==> src/hvd_pkg.sv <==
// ----------------------------------------------------------------------------
// hvd_pkg: shared constants and tables for the haversine distance core
// Fixed-point formats, divider reciprocals, CORDIC arctangent table and
// the distance scale factor.
// ----------------------------------------------------------------------------
package hvd_pkg;

  localparam int ANGLE_FRAC_BITS = 16;
  localparam int DIST_FRAC_BITS  = 8;
  localparam int CORDIC_STAGES   = 24;

  localparam int LAT_W  = 24;
  localparam int LON_W  = 25;
  localparam int DIST_W = 23;

  localparam logic signed [LAT_W-1:0] LAT_LIM = LAT_W'(90 << ANGLE_FRAC_BITS);
  localparam logic signed [LAT_W-1:0] LAT_NEG = -LAT_LIM;
  localparam logic signed [LON_W-1:0] LON_LIM = LON_W'(180 << ANGLE_FRAC_BITS);
  localparam logic signed [LON_W-1:0] LON_NEG = -LON_LIM;

  localparam int MAG_W = 25;
  localparam int ANG_W = 31;

  localparam int TURN_SHIFT = 32 - ANGLE_FRAC_BITS;
  localparam int HALF_SH    = TURN_SHIFT - 4;
  localparam int FULL_SH    = TURN_SHIFT - 3;
  localparam int HALF_ADD   = 360 / 16;
  localparam int FULL_ADD   = 180 / 8;
  localparam int DIV_K      = 45;
  localparam int DIV_SHIFT  = 32;
  localparam int DIVM_W     = 27;
  localparam logic [DIVM_W-1:0] DIV_M = DIVM_W'((64'd1 << DIV_SHIFT) / DIV_K);
  localparam int REM_W = 6;
  localparam int P1_W  = MAG_W + DIVM_W;
  localparam int Q_W   = P1_W - DIV_SHIFT;
  localparam int W_W   = REM_W + FULL_SH;
  localparam int P2_W  = W_W + DIVM_W;
  localparam int QB_W  = P2_W - DIV_SHIFT;
  localparam int T_W   = Q_W + FULL_SH;

  localparam int XY_W  = 34;
  localparam int Z_W   = 34;
  localparam int IDX_W = 5;

  localparam int Q30_W = 31;
  localparam logic [Q30_W-1:0] ONE_Q30 = Q30_W'(1) << 30;
  localparam logic signed [XY_W-1:0] INV_GAIN = XY_W'(32'h26DD3B6A);
  localparam int PROD_W = 2 * Q30_W;

  localparam int SQ_W     = 62;
  localparam int SQ_STEPS = 31;

  localparam longint unsigned DIST_SCALE =
    (64'd6371 * 64'hC90FDAA2 + 64'd2048) >> 12;
  localparam int SLO_W = 16;
  localparam int SHI_W = 17;
  localparam logic [SHI_W-1:0] SCALE_HI = SHI_W'(DIST_SCALE >> SLO_W);
  localparam logic [SLO_W-1:0] SCALE_LO = SLO_W'(DIST_SCALE);
  localparam int DSUM_W = 64;
  localparam logic [DIST_W-1:0] DIST_MAX = '1;

  localparam int LATENCY = 2 + 5 + CORDIC_STAGES + 5 + SQ_STEPS + CORDIC_STAGES + 3;

  function automatic logic [Z_W-1:0] atan_turn(input logic [IDX_W-1:0] idx);
    logic [31:0] v;
    case (idx)
      5'd0:  v = 32'h20000000;
      5'd1:  v = 32'h12E4051E;
      5'd2:  v = 32'h09FB385B;
      5'd3:  v = 32'h051111D4;
      5'd4:  v = 32'h028B0D43;
      5'd5:  v = 32'h0145D7E1;
      5'd6:  v = 32'h00A2F61E;
      5'd7:  v = 32'h00517C55;
      5'd8:  v = 32'h0028BE53;
      5'd9:  v = 32'h00145F2F;
      5'd10: v = 32'h000A2F98;
      5'd11: v = 32'h000517CC;
      5'd12: v = 32'h00028BE6;
      5'd13: v = 32'h000145F3;
      5'd14: v = 32'h0000A2FA;
      5'd15: v = 32'h0000517D;
      5'd16: v = 32'h000028BE;
      5'd17: v = 32'h0000145F;
      5'd18: v = 32'h00000A30;
      5'd19: v = 32'h00000518;
      5'd20: v = 32'h0000028C;
      5'd21: v = 32'h00000146;
      5'd22: v = 32'h000000A3;
      5'd23: v = 32'h00000051;
      5'd24: v = 32'h00000029;
      5'd25: v = 32'h00000014;
      5'd26: v = 32'h0000000A;
      5'd27: v = 32'h00000005;
      5'd28: v = 32'h00000003;
      5'd29: v = 32'h00000001;
      5'd30: v = 32'h00000001;
      default: v = 32'h00000000;
    endcase
    return Z_W'(v);
  endfunction

endpackage

==> src/hvd_cordic_cell.sv <==
// ----------------------------------------------------------------------------
// hvd_cordic_cell: one CORDIC micro-rotation
// Rotation or vectoring step with a fixed shift index, registered output.
// ----------------------------------------------------------------------------
module hvd_cordic_cell import hvd_pkg::*; (
  input  logic                   clk,
  input  logic                   en,
  input  logic                   vec,
  input  logic [IDX_W-1:0]       idx,
  input  logic signed [XY_W-1:0] x_in,
  input  logic signed [XY_W-1:0] y_in,
  input  logic signed [Z_W-1:0]  z_in,
  output logic signed [XY_W-1:0] x_out,
  output logic signed [XY_W-1:0] y_out,
  output logic signed [Z_W-1:0]  z_out
);

  logic signed [XY_W-1:0] dx, dy, x_next, y_next;
  logic signed [Z_W-1:0]  da, z_next;
  logic                   up;

  always_comb begin
    dx = y_in >>> idx;
    dy = x_in >>> idx;
    da = signed'(atan_turn(idx));
    up = vec ? y_in[XY_W-1] : !z_in[Z_W-1];
    if (up) begin
      x_next = x_in - dx;
      y_next = y_in + dy;
      z_next = z_in - da;
    end else begin
      x_next = x_in + dx;
      y_next = y_in - dy;
      z_next = z_in + da;
    end
  end

  always_ff @(posedge clk) begin
    if (en) begin
      x_out <= x_next;
      y_out <= y_next;
      z_out <= z_next;
    end
  end

endmodule

==> config.mk <==
export PLATFORM = sky130hd
export DESIGN_NAME = hvd_cordic_cell
export DESIGN_NICKNAME = d
export VERILOG_FILES = /design/src/hvd_pkg.sv /design/src/hvd_cordic_cell.sv
export SDC_FILE = /design/constraint.sdc
export NUM_CORES = 1
export LEC_CHECK = 0
export BUFFER_PORTS_ARGS = -buffer_cell sky130_fd_sc_hd__clkbuf_2
export CAP_MARGIN = 20
export CORE_MARGIN = 2
export CORE_UTILIZATION = 60
export DETAILED_ROUTE_END_ITERATION = 10
export PLACE_DENSITY = 0.82
export SLEW_MARGIN = 15
export SYNTH_ARGS = -nofsm -noshare
export SYNTH_HDL_FRONTEND = slang
export SYNTH_SLANG_ARGS = --single-unit
==> constraint.sdc <==
create_clock -name clk -period 16.2 [get_ports clk]
set_input_delay 0.81 -clock clk [delete_from_list [all_inputs] [get_ports clk]]
set_output_delay 0.81 -clock clk [all_outputs]
set_load 0.05 [all_outputs]
* Word-level counts from Yosys, hierarchy flattened
Memory sizes are Yosys's and may differ from the RTL's.
Index checks and enable logic that the tools add are counted.
W data, S select, Z words.
** Operators by class
- Muxes and demuxes :: 4
- Reductions and logical operators :: 1
- Add/sub/neg operators :: 6
- Shifts and indexed selects :: 2
** Operators with widths (number)
- $mux W34 :: 3
- $add A34 B34 Y34 :: 2
- $sshr A34 B5 Y34 :: 2
- $sub A34 B34 Y34 :: 2
- $add A34 B33 Y34 :: 1
- $sub A34 B33 Y34 :: 1
- $logic_not A1 Y1 :: 1
- $mux W1 :: 1
** Storage, ports and cells
- Memories :: 1
- Input port bits :: 110
- Flip-flop bits (word level) :: 102
- Output and inout bits :: 102
- Memory bits (read-only) :: 960
** Memory list
- (no name shown) :: depth 32, width 30, rd ports 1, clocked after Yosys merged registers in 0, write ports 0, RTL line hvd_pkg.sv:66 : case (idx)

* Depth between registers and ports, before layout
- Word-level depth :: 3
- Mapped depth :: 27
- Mapped depth without buffers :: 22

* Least setup slack after synthesis
OpenSTA, ideal clock, no wires.
- Path type :: input to register
- From :: input idx[0]
- To :: register z_out[33] (data pin)
- Setup time :: 0.259 ns
- Cell stages on the path :: 26
- Setup slack :: 10.089 ns
- Arrival :: 5.852 ns
- Data required time :: 15.941 ns
- Path through :: buf_6 buf_12 buf_12 clkinv_1 clkbuf_1 ha_1 clkbuf_1 or2_2 a221o_1 mux2i_1 ha_1 nand3_1 nor2_1 a41oi_1 xnor2_1 ha_1 a21oi_1 o21bai_1 a21oi_1 o21ai_0 a221o_1 nor4_1 o21bai_1 o2111ai_1 a21oi_1 xnor2_1
** On the way
- Cells in the longest elaborated chain, start to end :: 3
- Elaborated cells on any way between the ends :: 4
** Ends and longest elaborated chain
- start: declaration :: RTL line hvd_cordic_cell.sv:9 : input logic [IDX_W-1:0] idx,
- $mem_v2 Z32 W30 *
- $add A34 B33 Y34 or $sub A34 B33 Y34 (tied branches) :: RTL line hvd_cordic_cell.sv:34, hvd_cordic_cell.sv:30
- $mux W34 * :: RTL line hvd_cordic_cell.sv:27 : if (up) begin
- named net z_next[33] :: RTL line hvd_cordic_cell.sv:19 : logic signed [Z_W-1:0] da, z_next;
- end signal: assignment :: RTL line hvd_cordic_cell.sv:42 : z_out <= z_next;
- end: declaration :: RTL line hvd_cordic_cell.sv:15 : output logic signed [Z_W-1:0] z_out
The timed path passes the listed nets; every way through them passes the cells marked *.
A chain may end at the register's enable or synchronous reset.

* Final worst setup path
- From :: input idx[0]
- To :: register y_out[33] (data pin)
** On the way
- Cells in the longest elaborated chain, start to end :: 3
- Elaborated cells on any way between the ends :: 4
** Ends and longest elaborated chain
- $sshr A34 B5 Y34 * :: RTL line hvd_cordic_cell.sv:24 : dy = x_in >>> idx;
- $sub A34 B34 Y34 or $add A34 B34 Y34 (tied branches) :: RTL line hvd_cordic_cell.sv:33, hvd_cordic_cell.sv:29
- $mux W34 * :: RTL line hvd_cordic_cell.sv:27
- named net y_next[33] :: RTL line hvd_cordic_cell.sv:18 : logic signed [XY_W-1:0] dx, dy, x_next, y_next;
- end signal: assignment :: RTL line hvd_cordic_cell.sv:41 : y_out <= y_next;
- end: declaration :: RTL line hvd_cordic_cell.sv:14 : output logic signed [XY_W-1:0] y_out,
Marked as above.

==> metrics <==
Diodes inserted=0; final setup vio count=0; CTS tree=done; Setup CP Type=in -> reg; Starting DRT DRC Count=1,898; Final Wtd Congestion=1.10; run status=finished clean; placed insts=2,306; post-cts resize count=0; Max VDD drop=0.106 mV; sequential share of the synthesized area=18.7%; Setup Total Neg Slack=0 ns; CTS Buf Count=9; core area=26,900 sq um; Max-slew headroom=25.9%; Slew @ Worst Pin=1.10 ns; Row Count=60; endpoint class of the critical path=register; drt first pass iters=6; vias in the first global route=15,693; fin crit share=47.1%; share of cells above drive strength 1=19.8%; Unique masters post-synth=107; All-Layer GR Usage=41.4%; CTS Hold Bufs=0; CTS H-tree depth=3; ranking of synthesized cells by area=edfxtp_1 (19%), mux4_2 (9.6%), ha_1 (8.4%); most frequent cells in the layout=clkbuf_2 (206), nand2_1 (154), a21oi_1 (136); CTS Buffer Depth=2; FMAX=131 MHz; Via density=7.07; Ys Warns=0; Syn Nets=2,067; fraction of registers with async set/reset=0%; area delta synth->final=7.30%; critical path data required time=16.31 ns; Worst-path clk slew=0.08 ns; RSZ-0062 raised after global routing=no; min-delay worst type=in -> reg; DRC=0; largest net degree at the start of global routing=77; uppermost routed layer=met4; M1 wire length=22,500 um; antenna violations before repair=0; cell accounting for the most synthesized area=edfxtp_1; cell area power density=106 nW/um^2; Yosys reg bits=102; nets@finish=2,200; non-filler cells, final=2,323; Die W=169 um; Remaining Overflow, GRT=0; worst-path fanout max=76; die height=169 um; Final Hold Viols=0; met3 routed WL=7250 um; Post-CTS Setup Repair Bufs=0; CP Launch Type=input pin; total routed wirelength=60,800 um; Die Area=28,700 sq um; maxcap violations=0; DR vias=16,433; CTS Sinks=102; number of port buffers=211; I/O pins=212; synthesized instance count=1,844; Leak=7.47 nW; Post-synth EDFFs=102; DR WL/cell=26.2 um; crit path time final=7.64 ns; # fillers=2,285; top cell type's share of synthesized area=18.7%; starting density of the core=61.1%; Final HPWL DP=45,900 um; top_reg_cell synth=edfxtp_1; Final Max Tran Viols=0; met2 wire len=27,400 um; global-route wire length before repair=91,100 um; mean area per synthesized cell=8.90 sq um; Post-DRT Antenna Nets=0; Mapped Area=16,400 sq um; Critical Path AT=7.74 ns; CTS Root Cell=clkbuf_16; commonest non-fill, non-tap cell in the layout=clkbuf_2
metal layers:
layer  vias up  global-route usage, %
met4         0                   22.2
met1      7639                   51.0
met5         -                      0
met2      1231                   67.3
li1       7303                      -
met3       260                   10.0
cell families after synthesis:
kind of cell | synth area share [%]
buf+inv | 5.82
xor+xnor | 9.50
fa+ha+maj | 8.75
compound gates | 23.2
flops | 18.7
mux | 17.9
simple gates | 16.2
report_power, final:
group | switching (mW) | total [mW] | internal, mW
clock | 0.124 | 0.231 | 0.107
combinational | 0.814 | 1.20 | 0.389
sequential | 0.0207 | 0.427 | 0.407
critical path: stages:
cell and delay (ns):
buf_6 0.56, buf_4 0.83, mux4_1 0.82, a22oi_1 0.25, o211ai_2 0.18, a2111oi_4 0.27, or3b_1 0.43, nor4_2 0.47
nor3b_1 0.44, nor2_1 0.10, xnor2_1 0.19, ha_1 0.40, nand3_1 0.09, a21oi_1 0.18, nor2_1 0.08, a21oi_1 0.58
a2111oi_0 0.24, nor3_1 0.34, a31oi_1 0.15, xnor2_1 0.16
flip-flops by register name (all words and copies together) (netlist names):
name / cells
x_out: 34
y_out: 34
z_out: 34
layout make-up:
cell class	count	area, sq um	share of cell area (%)
timing repair buffer	229	1210	6.88
sequential	102	3060	17.4
clock inverter	7	53.8	0.305
tap	341	427	2.42
inverter	60	225	1.28
multi-input combinational	1575	12400	70.4
clock buffer	9	225	1.28
synthesized netlist by cell type (24+ instances only):
library cell,count
clkbuf_1,36
xor2_1,72
nor2b_1,24
inv_1,58
o22ai_1,24
mux2_2,24
nand2b_1,34
a21o_1,53
xnor2_1,106
edfxtp_1,102
o21ai_0,108
mux2i_1,84
nand3_1,34
mux4_2,70
ha_1,110
a21oi_1,136
nand2_1,154
nor3_1,41
a31oi_1,26
buf_2,29
nor2_1,131
worst paths after layout:
| kind | startpoint | to | slack [ns] | cells after the start |
|---|---|---|---|---|
| worst max-delay path | idx[0] | y_out[33]$_DFFE_PP_ | 8.56 | 20 |
| worst min-delay path | y_in[0] | y_out[0]$_DFFE_PP_ | 0.78 | 2 |
metrics by stage:
| stage | hold WS, ns | worst slack (ns) | instance area, sq um | utilization (%) | power, mW |
|---|---|---|---|---|---|
| after floorplan | 0.922 | 10.09 | 16400 | - | 1.33 |
| after global placement | 1.14 | 8.54 | 17300 | 64.5 | 1.59 |
| after detailed placement | 1.15 | 8.36 | 17300 | 64.5 | 1.61 |
| after CTS | 0.766 | 8.71 | 17600 | 65.5 | 1.84 |
| after global routing | 0.789 | 8.10 | 17600 | 65.5 | 1.95 |
| final | 0.779 | 8.56 | 17600 | 65.5 | 1.86 |
(Power assumes the default switching activity.)
