[src/hvd_pkg.sv]
// ----------------------------------------------------------------------------
// hvd_pkg: shared constants and tables for the haversine distance core
// Fixed-point formats, divider reciprocals, CORDIC arctangent table and
// the distance scale factor.
// ----------------------------------------------------------------------------
package hvd_pkg;

  localparam int ANGLE_FRAC_BITS = 16;
  localparam int DIST_FRAC_BITS  = 8;
  localparam int CORDIC_STAGES   = 24;

  localparam int LAT_W  = 24;
  localparam int LON_W  = 25;
  localparam int DIST_W = 23;

  localparam logic signed [LAT_W-1:0] LAT_LIM = LAT_W'(90 << ANGLE_FRAC_BITS);
  localparam logic signed [LAT_W-1:0] LAT_NEG = -LAT_LIM;
  localparam logic signed [LON_W-1:0] LON_LIM = LON_W'(180 << ANGLE_FRAC_BITS);
  localparam logic signed [LON_W-1:0] LON_NEG = -LON_LIM;

  localparam int MAG_W = 25;
  localparam int ANG_W = 31;

  localparam int TURN_SHIFT = 32 - ANGLE_FRAC_BITS;
  localparam int HALF_SH    = TURN_SHIFT - 4;
  localparam int FULL_SH    = TURN_SHIFT - 3;
  localparam int HALF_ADD   = 360 / 16;
  localparam int FULL_ADD   = 180 / 8;
  localparam int DIV_K      = 45;
  localparam int DIV_SHIFT  = 32;
  localparam int DIVM_W     = 27;
  localparam logic [DIVM_W-1:0] DIV_M = DIVM_W'((64'd1 << DIV_SHIFT) / DIV_K);
  localparam int REM_W = 6;
  localparam int P1_W  = MAG_W + DIVM_W;
  localparam int Q_W   = P1_W - DIV_SHIFT;
  localparam int W_W   = REM_W + FULL_SH;
  localparam int P2_W  = W_W + DIVM_W;
  localparam int QB_W  = P2_W - DIV_SHIFT;
  localparam int T_W   = Q_W + FULL_SH;

  localparam int XY_W  = 34;
  localparam int Z_W   = 34;
  localparam int IDX_W = 5;

  localparam int Q30_W = 31;
  localparam logic [Q30_W-1:0] ONE_Q30 = Q30_W'(1) << 30;
  localparam logic signed [XY_W-1:0] INV_GAIN = XY_W'(32'h26DD3B6A);
  localparam int PROD_W = 2 * Q30_W;

  localparam int SQ_W     = 62;
  localparam int SQ_STEPS = 31;

  localparam longint unsigned DIST_SCALE =
    (64'd6371 * 64'hC90FDAA2 + 64'd2048) >> 12;
  localparam int SLO_W = 16;
  localparam int SHI_W = 17;
  localparam logic [SHI_W-1:0] SCALE_HI = SHI_W'(DIST_SCALE >> SLO_W);
  localparam logic [SLO_W-1:0] SCALE_LO = SLO_W'(DIST_SCALE);
  localparam int DSUM_W = 64;
  localparam logic [DIST_W-1:0] DIST_MAX = '1;

  localparam int LATENCY = 2 + 5 + CORDIC_STAGES + 5 + SQ_STEPS + CORDIC_STAGES + 3;

  function automatic logic [Z_W-1:0] atan_turn(input logic [IDX_W-1:0] idx);
    logic [31:0] v;
    case (idx)
      5'd0:  v = 32'h20000000;
      5'd1:  v = 32'h12E4051E;
      5'd2:  v = 32'h09FB385B;
      5'd3:  v = 32'h051111D4;
      5'd4:  v = 32'h028B0D43;
      5'd5:  v = 32'h0145D7E1;
      5'd6:  v = 32'h00A2F61E;
      5'd7:  v = 32'h00517C55;
      5'd8:  v = 32'h0028BE53;
      5'd9:  v = 32'h00145F2F;
      5'd10: v = 32'h000A2F98;
      5'd11: v = 32'h000517CC;
      5'd12: v = 32'h00028BE6;
      5'd13: v = 32'h000145F3;
      5'd14: v = 32'h0000A2FA;
      5'd15: v = 32'h0000517D;
      5'd16: v = 32'h000028BE;
      5'd17: v = 32'h0000145F;
      5'd18: v = 32'h00000A30;
      5'd19: v = 32'h00000518;
      5'd20: v = 32'h0000028C;
      5'd21: v = 32'h00000146;
      5'd22: v = 32'h000000A3;
      5'd23: v = 32'h00000051;
      5'd24: v = 32'h00000029;
      5'd25: v = 32'h00000014;
      5'd26: v = 32'h0000000A;
      5'd27: v = 32'h00000005;
      5'd28: v = 32'h00000003;
      5'd29: v = 32'h00000001;
      5'd30: v = 32'h00000001;
      default: v = 32'h00000000;
    endcase
    return Z_W'(v);
  endfunction

endpackage

[src/hvd_sqrt_cell.sv]
// ----------------------------------------------------------------------------
// hvd_sqrt_cell: one digit of a floor square root
// Trial subtract of one bit pair, registered remainder and root.
// ----------------------------------------------------------------------------
module hvd_sqrt_cell import hvd_pkg::*; (
  input  logic             clk,
  input  logic             en,
  input  logic [IDX_W-1:0] k,
  input  logic [SQ_W-1:0]  v_in,
  input  logic [SQ_W-1:0]  r_in,
  output logic [SQ_W-1:0]  v_out,
  output logic [SQ_W-1:0]  r_out
);

  logic [SQ_W-1:0] b, rb, v_next, r_next;

  always_comb begin
    b  = SQ_W'(1) << {k, 1'b0};
    rb = r_in + b;
    if (v_in >= rb) begin
      v_next = v_in - rb;
      r_next = (r_in >> 1) + b;
    end else begin
      v_next = v_in;
      r_next = r_in >> 1;
    end
  end

  always_ff @(posedge clk) begin
    if (en) begin
      v_out <= v_next;
      r_out <= r_next;
    end
  end

endmodule

[config.mk]
export PLATFORM = sky130hd
export DESIGN_NAME = hvd_sqrt_cell
export DESIGN_NICKNAME = d
export VERILOG_FILES = /design/src/hvd_pkg.sv /design/src/hvd_sqrt_cell.sv
export SDC_FILE = /design/constraint.sdc
export NUM_CORES = 1
export LEC_CHECK = 0
export CAP_MARGIN = 20
export CORE_MARGIN = 2
export CORE_UTILIZATION = 25
export CTS_BUF_LIST = sky130_fd_sc_hd__clkbuf_8 sky130_fd_sc_hd__clkbuf_16
export CTS_CLUSTER_DIAMETER = 80
export CTS_CLUSTER_SIZE = 10
export DETAILED_ROUTE_END_ITERATION = 12
export DONT_BUFFER_PORTS = 1
export PLACE_DENSITY = 0.5
export SYNTH_ARGS = -nofsm -noshare
export SYNTH_HDL_FRONTEND = slang
export SYNTH_SLANG_ARGS = --single-unit
[constraint.sdc]
create_clock -name clk -period 5.75 [get_ports clk]
set_clock_uncertainty 0.1 [all_clocks]
set_input_delay 0.2875 -clock clk [delete_from_list [all_inputs] [get_ports clk]]
set_output_delay 0.2875 -clock clk [all_outputs]
set_load 0.03 [all_outputs]
# --- Word-level counts from Yosys, hierarchy flattened ---
# Cells that the tools add are included.
totals:
  regBits: 124
  mem_count: 0
  ramBits: 0
  in_bits: 131
  romBits: 0
  output_inout_bits: 124
  latch_bits: 0
  wordCells: 10
op_classes:
  n_div: 0
  n_shift: 1
  n_addsub: 3
  n_lt_le_gt_ge: 1
  multipliers: 0
  reduce_logical: 0
  bitwise_logic: 0
  mux: 2
  n_eq_ne: 0
ops:
  columns: ["cell", "count"]
  rows:
  - ["$add A61 B62 Y62", 1]
  - ["$add A62 B62 Y62", 1]
  - ["$ge A62 B62 Y1", 1]
  - ["$mux W62", 1]
  - ["$shl A1 B6 Y62 const A", 1]
  - ["$sub A62 B62 Y62", 1]
  - ["$mux W61", 1]

# --- Depth between registers and ports, before layout ---
# Gate-level depths: netlist of the first run.
logic_depth:
  depth_word: 4
  mapped_depth: 31
  depth_no_buf: 27

# --- Worst setup path after synthesis of the first run ---
# Ideal clock, no wire load.
synth_path:
  kind: "input to register"
  startpoint: "in k[1]"
  endpoint: "reg v_out[59], data pin"
  n_path_buf: 3
  setup_ns: 0.261
  required_ns: 5.389
  cell_stages: 26
  path_slack_ns: -0.313
  arrival_time_ns: 5.702
  cell_sequence: "buf_2 -> or3_1 -> clkbuf_1 -> nor2_1 -> ha_1 -> a31oi_1 -> and4b_1 -> o31ai_1 -> o21ai_1 -> maj3_1 -> a31o_2 -> a21oi_1 -> nor2b_1 -> xnor2_1 -> ha_1 -> buf_2 -> nand4_1 -> or4_1 -> a21o_1 -> o31ai_1 -> nor2_1 -> o21a_1 -> o31a_1 -> o41ai_1 -> xnor2_1 -> a21oi_1"
synth_between:
  elab_chain_cells: 4
  elab_cells_between_ends: 5
synth_rtl:
  columns: ["item", "line", "source"]
  rows:
  - ["start: declaration", "hvd_sqrt_cell.sv:8", "input logic [IDX_W-1:0] k,"]
  - ["$shl A1 B6 Y62 (*)", "hvd_sqrt_cell.sv:18", "b = SQ_W'(1) << {k, 1'b0};"]
  - ["$add A62 B62 Y62 (*)", "hvd_sqrt_cell.sv:19", "rb = r_in + b;"]
  - ["$sub A62 B62 Y62 / $ge A62 B62 Y1 (equally long branches)", "hvd_sqrt_cell.sv:21, hvd_sqrt_cell.sv:20", null]
  - ["$mux W62 (*)", "hvd_sqrt_cell.sv:20", "if (v_in >= rb) begin"]
  - ["via v_next[59]", "hvd_sqrt_cell.sv:15", "logic [SQ_W-1:0] b, rb, v_next, r_next;"]
  - ["end signal: assignment", "hvd_sqrt_cell.sv:31", "v_out <= v_next;"]
  - ["end: declaration", "hvd_sqrt_cell.sv:11", "output logic [SQ_W-1:0] v_out,"]
# Mark *: on every way through the listed nets, which the timed path passes. The rest lies on a longest branch.
# A chain may end at the register's enable or synchronous reset.

# --- Worst setup path in the final report of the first run ---
layout_path:
  startpoint: "in k[4]"
  endpoint: "reg v_out[6], data pin"
# Same word-level chain as after synthesis.

==> flow_metrics.env, run 1 <==
export IMPL_status="finished, final reports clean"
export IMPL_yosys_area_share_simple_pct=20.6
export IMPL_synth_edf_count=124
export IMPL_route_detailed_drc=0
export IMPL_core_area_um2=54000
export IMPL_synthMuxAreaShare_pct=0.0822
export IMPL_yosysUniqueCellTypes=88
export IMPL_avgRoutedWirePerCell_um=21.6
export IMPL_synth_seq_cells=124
export IMPL_fp_dieW_um=238
export IMPL_holdWs_ps=17.2
export IMPL_first_pass_iters=5
export IMPL_h_tree_depth=4
export IMPL_clock_sinks=124
export IMPL_viasPerCell=5.23
export IMPL_grt_total_usage_pct=20.6
export IMPL_holdPathEnd="r_out[61]"
export IMPL_worst_path_most_repeated_cell="buf_4"
export IMPL_clk_pin_slew_ps=70
export IMPL_p_int_uw=2480
export IMPL_start_kind="input port"
export IMPL_synth_area_um2=13700
export IMPL_place_port_buffers=0
export IMPL_cts_root_buffer="clkbuf_16"
export IMPL_grt_pass1_vias=14100
export IMPL_hold_path_class="input port to register"
export IMPL_cts_tree="yes"
export IMPL_swShare_pct=37.7
export IMPL_antenna_found_initial=0
export IMPL_layout_drive_gt1_share_pct=19.4
export IMPL_grt_max_degree=125
export IMPL_async_flop_share_pct=0
export IMPL_clk_path_buf_depth=2
export IMPL_p_per_area_nw_per_um2=214
export IMPL_wirelength_mm=59.6
export IMPL_ys_seq_area_share_pct=27.2
export IMPL_synth_ff_type="edfxtp_1"
export IMPL_cap_violations=0
export IMPL_syn_avg_cell_area_um2=7.94
export IMPL_worst_pin_slew_ps=786
export IMPL_required_ps=5880
export IMPL_synth_nets=1963
export IMPL_io_pins=255
export IMPL_crit_fanout=14
export IMPL_num_vias=14400
export IMPL_dp_slack_ps=-687
export IMPL_final_setup_worst_slack_ps=206
export IMPL_setup_viol_count_final=0
export IMPL_irDropWorstVdd_v=0.000215
export IMPL_setup_worst_path_end_class="register"
export IMPL_die_height_um=238
export IMPL_grt_overflow_total=0
export IMPL_row_count=85
export IMPL_fin_crit_sh_pct=96.4
export IMPL_p_switching_uw=1500
export IMPL_slew_violations=0
export IMPL_pwr_share_comb_pct=32.7
export IMPL_drt_initial_drc_count=936
export IMPL_slowest_stage="or3b_4"
export IMPL_synthAdderAreaFrac_pct=10.1
export IMPL_fin_crit_ps=5540
export IMPL_ys_warn_count=0
export IMPL_p_seq_share_pct=36.6
export IMPL_layout_commonest_cell="buf_4"
export IMPL_cts_buffers=17
export IMPL_worstHoldStart="r_in[60]"
export IMPL_fmax_ghz=0.180
export IMPL_critPathKind="input port to register"
export IMPL_dp_hpwl_mm=45.9
export IMPL_synthToLayoutAreaGrowth_pct=35.7
export IMPL_syn_inst=1725
export IMPL_start_util_pct=25.3
export IMPL_max_stage_delay_ps=410
export IMPL_dieArea_um2=56700
export IMPL_p_clk_share_pct=30.7
export IMPL_nNetsFinal=2285
export IMPL_hold_viol=0
export IMPL_critPathTopFamily="compound AO/OA/AOI/OAI gates"
export IMPL_crit_buf_inv=8
export IMPL_final_cell_mix="buf_4, nand2_1, nor2_1"
export IMPL_diodes=0
export IMPL_synth_compound_area_share_pct=25.9
export IMPL_power_leakage_uw=0.00721
export IMPL_grt_pass1_wl_mm=88.1
export IMPL_hold_depth=2
export IMPL_arrival_ps=5670
export IMPL_synth_top_family_by_area="compound AO/OA/AOI/OAI gates"
export IMPL_synth_xor_area_share_pct=12.4
export IMPL_ant_nets=0
export IMPL_max_slew_margin_pct=47.4
export IMPL_gp_congestion=0.907
[Yosys cell counts (6+ instances only)]
| cell type | instances | area, um^2 |
|---|---|---|
| a31o_2 | 13 | 114 |
| nor4_1 | 24 | 150 |
| or3_1 | 8 | 50.1 |
| nor2b_1 | 17 | 106 |
| inv_1 | 34 | 128 |
| a31oi_1 | 51 | 319 |
| and3_1 | 9 | 56.3 |
| nor3_1 | 42 | 210 |
| nand3_1 | 34 | 170 |
| a21oi_1 | 174 | 871 |
| xor2_1 | 86 | 753 |
| o21bai_1 | 25 | 188 |
| a41oi_1 | 6 | 52.6 |
| o21ai_1 | 19 | 95.1 |
| nand4_1 | 31 | 194 |
| o2111ai_1 | 6 | 52.6 |
| and2_1 | 11 | 68.8 |
| o31a_1 | 6 | 52.6 |
| buf_2 | 28 | 140 |
| o21ai_0 | 110 | 551 |
| xnor2_1 | 106 | 928 |
| nand2b_1 | 10 | 62.6 |
| o21a_1 | 13 | 97.6 |
| clkbuf_1 | 55 | 206 |
| ha_1 | 106 | 1330 |
| o31ai_1 | 15 | 113 |
| a21o_1 | 46 | 345 |
| nor2_1 | 183 | 687 |
| edfxtp_1 | 124 | 3720 |
| nand2_1 | 202 | 758 |
[metal layers]
layer | share of wire [%] | track usage [%] | up-vias
met3 | 5.8 | 4.74 | 79
met5 | 0 | 0 | -
met1 | 47 | 28.1 | 6888
met4 | 3.4 | 8.11 | 0
met2 | 43 | 31.3 | 414
li1 | - | - | 7025
[metrics by stage]
stage          std cells  util [%]  total power (uW)  TNS (ps)  cell area (um^2)
2_1_floorplan       1725         -              2170         0             13800
3_3_place_gp        2598      30.2              2620    -58890             16300
3_5_place_dp        2598      30.2              2620    -69810             16300
4_1_cts             2745      33.6              3960         0             18200
5_1_grt             2756      34.4              4180      -721             18600
6_report            2756      34.4              3980         0             18600
[cells by family after synthesis]
kind of cell             after synthesis
AO/OA/AOI/OAI                        561
adder cells (fa/ha/maj)              110
flip-flops                           124
multiplexers                           1
AND/OR/NAND/NOR                      610
XOR/XNOR                             193
buffers and inverters                126
[sequential cells by signal, summed over array words and instances, names as in the netlist]
register,count
v_out,62
r_out,62
[worst max-delay path by stage]
stage                            to  cells past startpoint  from
after floorplan           v_out[31]                     27  k[1]
after global placement    v_out[59]                     23  k[1]
after detailed placement  r_out[15]                     27  k[4]
after CTS                 v_out[59]                     24  k[1]
after global routing       v_out[6]                     29  k[4]
final                      v_out[6]                     29  k[4]
[what timing repair did]
action | CTS | global route
hold buffers | 115 | 0
endpoints found under the hold margin | 238 | 0
gates resized for setup | 9 | 60
pin swaps | 1 | 27
gates cloned | 0 | 2
setup buffers | 0 | 9
setup endpoints to repair | 103 | 124
[final cells by class]
class / instances / area (um^2)
flip-flops and latches: 124 / 3720
fillers: 5620 / 35400
inverters: 36 / 135
multi-input cells: 1475 / 9840
clock buffers: 17 / 425
clock inverters: 15 / 200
repair buffers: 393 / 3390
well taps: 696 / 871
[power by group through the flow]
stage	clock, uW	sequential [uW]	combinational, uW
finish	1220	1460	1300
global route	1280	1470	1430
CTS	1250	1460	1250
detailed placement	0	1480	1140
global placement	0	1480	1140
floorplan	0	1440	729
Note: power is estimated with default switching activity, not from simulation.
==> inputs of run 2 (changes only) <==
--- a/config.mk
+++ b/config.mk
@@ -7,13 +7,13 @@
 export LEC_CHECK = 0
 export CAP_MARGIN = 20
 export CORE_MARGIN = 2
-export CORE_UTILIZATION = 25
+export CORE_UTILIZATION = 60
 export CTS_BUF_LIST = sky130_fd_sc_hd__clkbuf_8 sky130_fd_sc_hd__clkbuf_16
 export CTS_CLUSTER_DIAMETER = 80
 export CTS_CLUSTER_SIZE = 10
 export DETAILED_ROUTE_END_ITERATION = 12
 export DONT_BUFFER_PORTS = 1
-export PLACE_DENSITY = 0.5
+export PLACE_DENSITY = 0.89
 export SYNTH_ARGS = -nofsm -noshare
 export SYNTH_HDL_FRONTEND = slang
 export SYNTH_SLANG_ARGS = --single-unit
==> flow_metrics.env, run 2 (synthesized netlist as in run 1, its figures left out) <==
export IMPL_status="finished, final reports clean"
export IMPL_layout_drive_gt1_share_pct=14.4
export IMPL_synthToLayoutAreaGrowth_pct=22.1
export IMPL_top_regs="r_out x62, v_out x62"
export IMPL_dp_cells=2101
export IMPL_fin_crit_sh_pct=97.3
export IMPL_setup_worst_path_end_class="register"
export IMPL_row_count=55
export IMPL_clock_sinks=124
export IMPL_critPathKind="input port to register"
export IMPL_final_setup_worst_slack_ps=156
export IMPL_grt_overflow_total=0
export IMPL_ant_nets=0
export IMPL_max_stage_delay_ps=420
export IMPL_required_ps=5810
export IMPL_die_height_um=155
export IMPL_crit_buf_inv=7
export IMPL_p_per_area_nw_per_um2=220
export IMPL_wl_met1_mm=20.1
export IMPL_multiInputGateArea_um2=9600
export IMPL_cts_buffers=17
export IMPL_nNetsFinal=2163
export IMPL_diodes=0
export IMPL_avgRoutedWirePerCell_um=21.7
export IMPL_grt_pass1_wl_mm=74.2
export IMPL_gp_congestion=0.965
export IMPL_first_pass_iters=6
export IMPL_hold_depth=2
export IMPL_cts_tree="yes"
export IMPL_wl_met2_mm=20.4
export IMPL_irDropWorstVdd_v=0.000151
export IMPL_dp_hpwl_mm=35.9
export IMPL_grt_total_usage_pct=39.0
export IMPL_cts_root_buffer="clkbuf_16"
export IMPL_max_slew_margin_pct=58.4
export IMPL_core_area_um2=22500
export IMPL_start_util_pct=60.9
export IMPL_holdPathEnd="v_out[11]"
export IMPL_slowest_stage="or3b_4"
export IMPL_start_kind="input port"
export IMPL_wl_met3_mm=6.00
export IMPL_crit_fanout=18
export IMPL_holdWs_ps=10.2
export IMPL_wirelength_mm=48.2
export IMPL_top_layer_used="met4"
export IMPL_route_detailed_drc=0
export IMPL_stdcell_count=2223
export IMPL_worstHoldStart="v_in[11]"
export IMPL_fp_dieW_um=155
export IMPL_viasPerCell=6.60
export IMPL_slew_violations=0
export IMPL_cap_violations=0
export IMPL_layout_commonest_cell="nand2_1"
export IMPL_clk_path_buf_depth=2
export IMPL_place_port_buffers=0
export IMPL_hold_path_class="input port to register"
export IMPL_fillCellCount=1682
export IMPL_io_pins=255
export IMPL_fin_crit_ps=5590
export IMPL_worst_pin_slew_ps=617
export IMPL_critPathTopFamily="compound AO/OA/AOI/OAI gates"
export IMPL_arrival_ps=5650
export IMPL_seqCellArea_um2=3720
export IMPL_grt_pass1_vias=13700
export IMPL_clk_pin_slew_ps=60
export IMPL_drt_initial_drc_count=1750
export IMPL_hold_viol=0
export IMPL_setup_viol_count_final=0
export IMPL_fmax_ghz=0.179
export IMPL_num_vias=14700
export IMPL_dp_slack_ps=-382
export IMPL_grt_max_degree=125
export IMPL_final_core_util_pct=74.3
export IMPL_final_cell_mix="nand2_1, buf_4, nor2_1"
export IMPL_power_leakage_uw=0.00651
export IMPL_worst_path_most_repeated_cell="buf_4"
export IMPL_dieArea_um2=24000
export IMPL_antenna_found_initial=0
export IMPL_h_tree_depth=4
-- run 2: changes by cell type in the layout (fill, tap and decap cells not counted), sizes merged --
| cell | previous run | this run |
|---|---|---|
| buf | 277 | 186 |
| dlygate4sd3 | 114 | 85 |
| bufinv | 4 | 1 |
| inv | 37 | 40 |
| clkbuf | 19 | 17 |
| clkinv | 5 | 6 |
| clkinvlp | 5 | 4 |
-- run 2: per-layer routing --
layer  GRT usage, %  vias to the layer above
met5              0                        -
met4           12.1                        0
met3           8.08                      155
met2           59.0                     1027
met1           55.9                     6709
li1               -                     6772
-- run 2: per-stage QoR --
stage	cell area [um^2]	power [uW]	TNS (ps)
after floorplan	13800	2170	0
after global placement	15200	2480	-5780
after detailed placement	15200	2500	-17970
after CTS	16600	3640	0
after global routing	16700	3820	-35.6
final	16700	3680	0
-- run 2: area by class of cell --
class                   instances  area share, %
multi-input cells            1475           57.4
flip-flops and latches        124           22.3
repair buffers                271           14.0
clock buffers                  17           2.54
well taps                     285           2.13
clock inverters                15          0.846
inverters                      36          0.808
-- run 2: worst max-delay path by stage --
stage	startpoint	end	slack, ps	depth (start not counted)
floorplan	k[1]	v_out[31]	10	27
global placement	k[1]	v_out[55]	-300	23
detailed placement	k[1]	v_out[55]	-380	23
CTS	k[1]	v_out[55]	50	23
global route	k[4]	v_out[35]	-10	28
finish	k[4]	r_out[2]	160	27
-- run 2: power by group --
| group | leakage, uW | switching, uW | internal, uW |
|---|---|---|---|
| Combinational | 0.00503 | 660 | 511 |
| Sequential | 0.00121 | 279 | 1160 |
| Clock | 0.000270 | 470 | 602 |
| Total | 0.00651 | 1410 | 2270 |
-- run 2: what timing repair did --
action,4_1_cts,5_1_grt
hold buffers,85,1
hold endpoints to repair,208,1
setup buffers,0,4
gates resized for setup,0,19
setup endpoints to repair,0,123
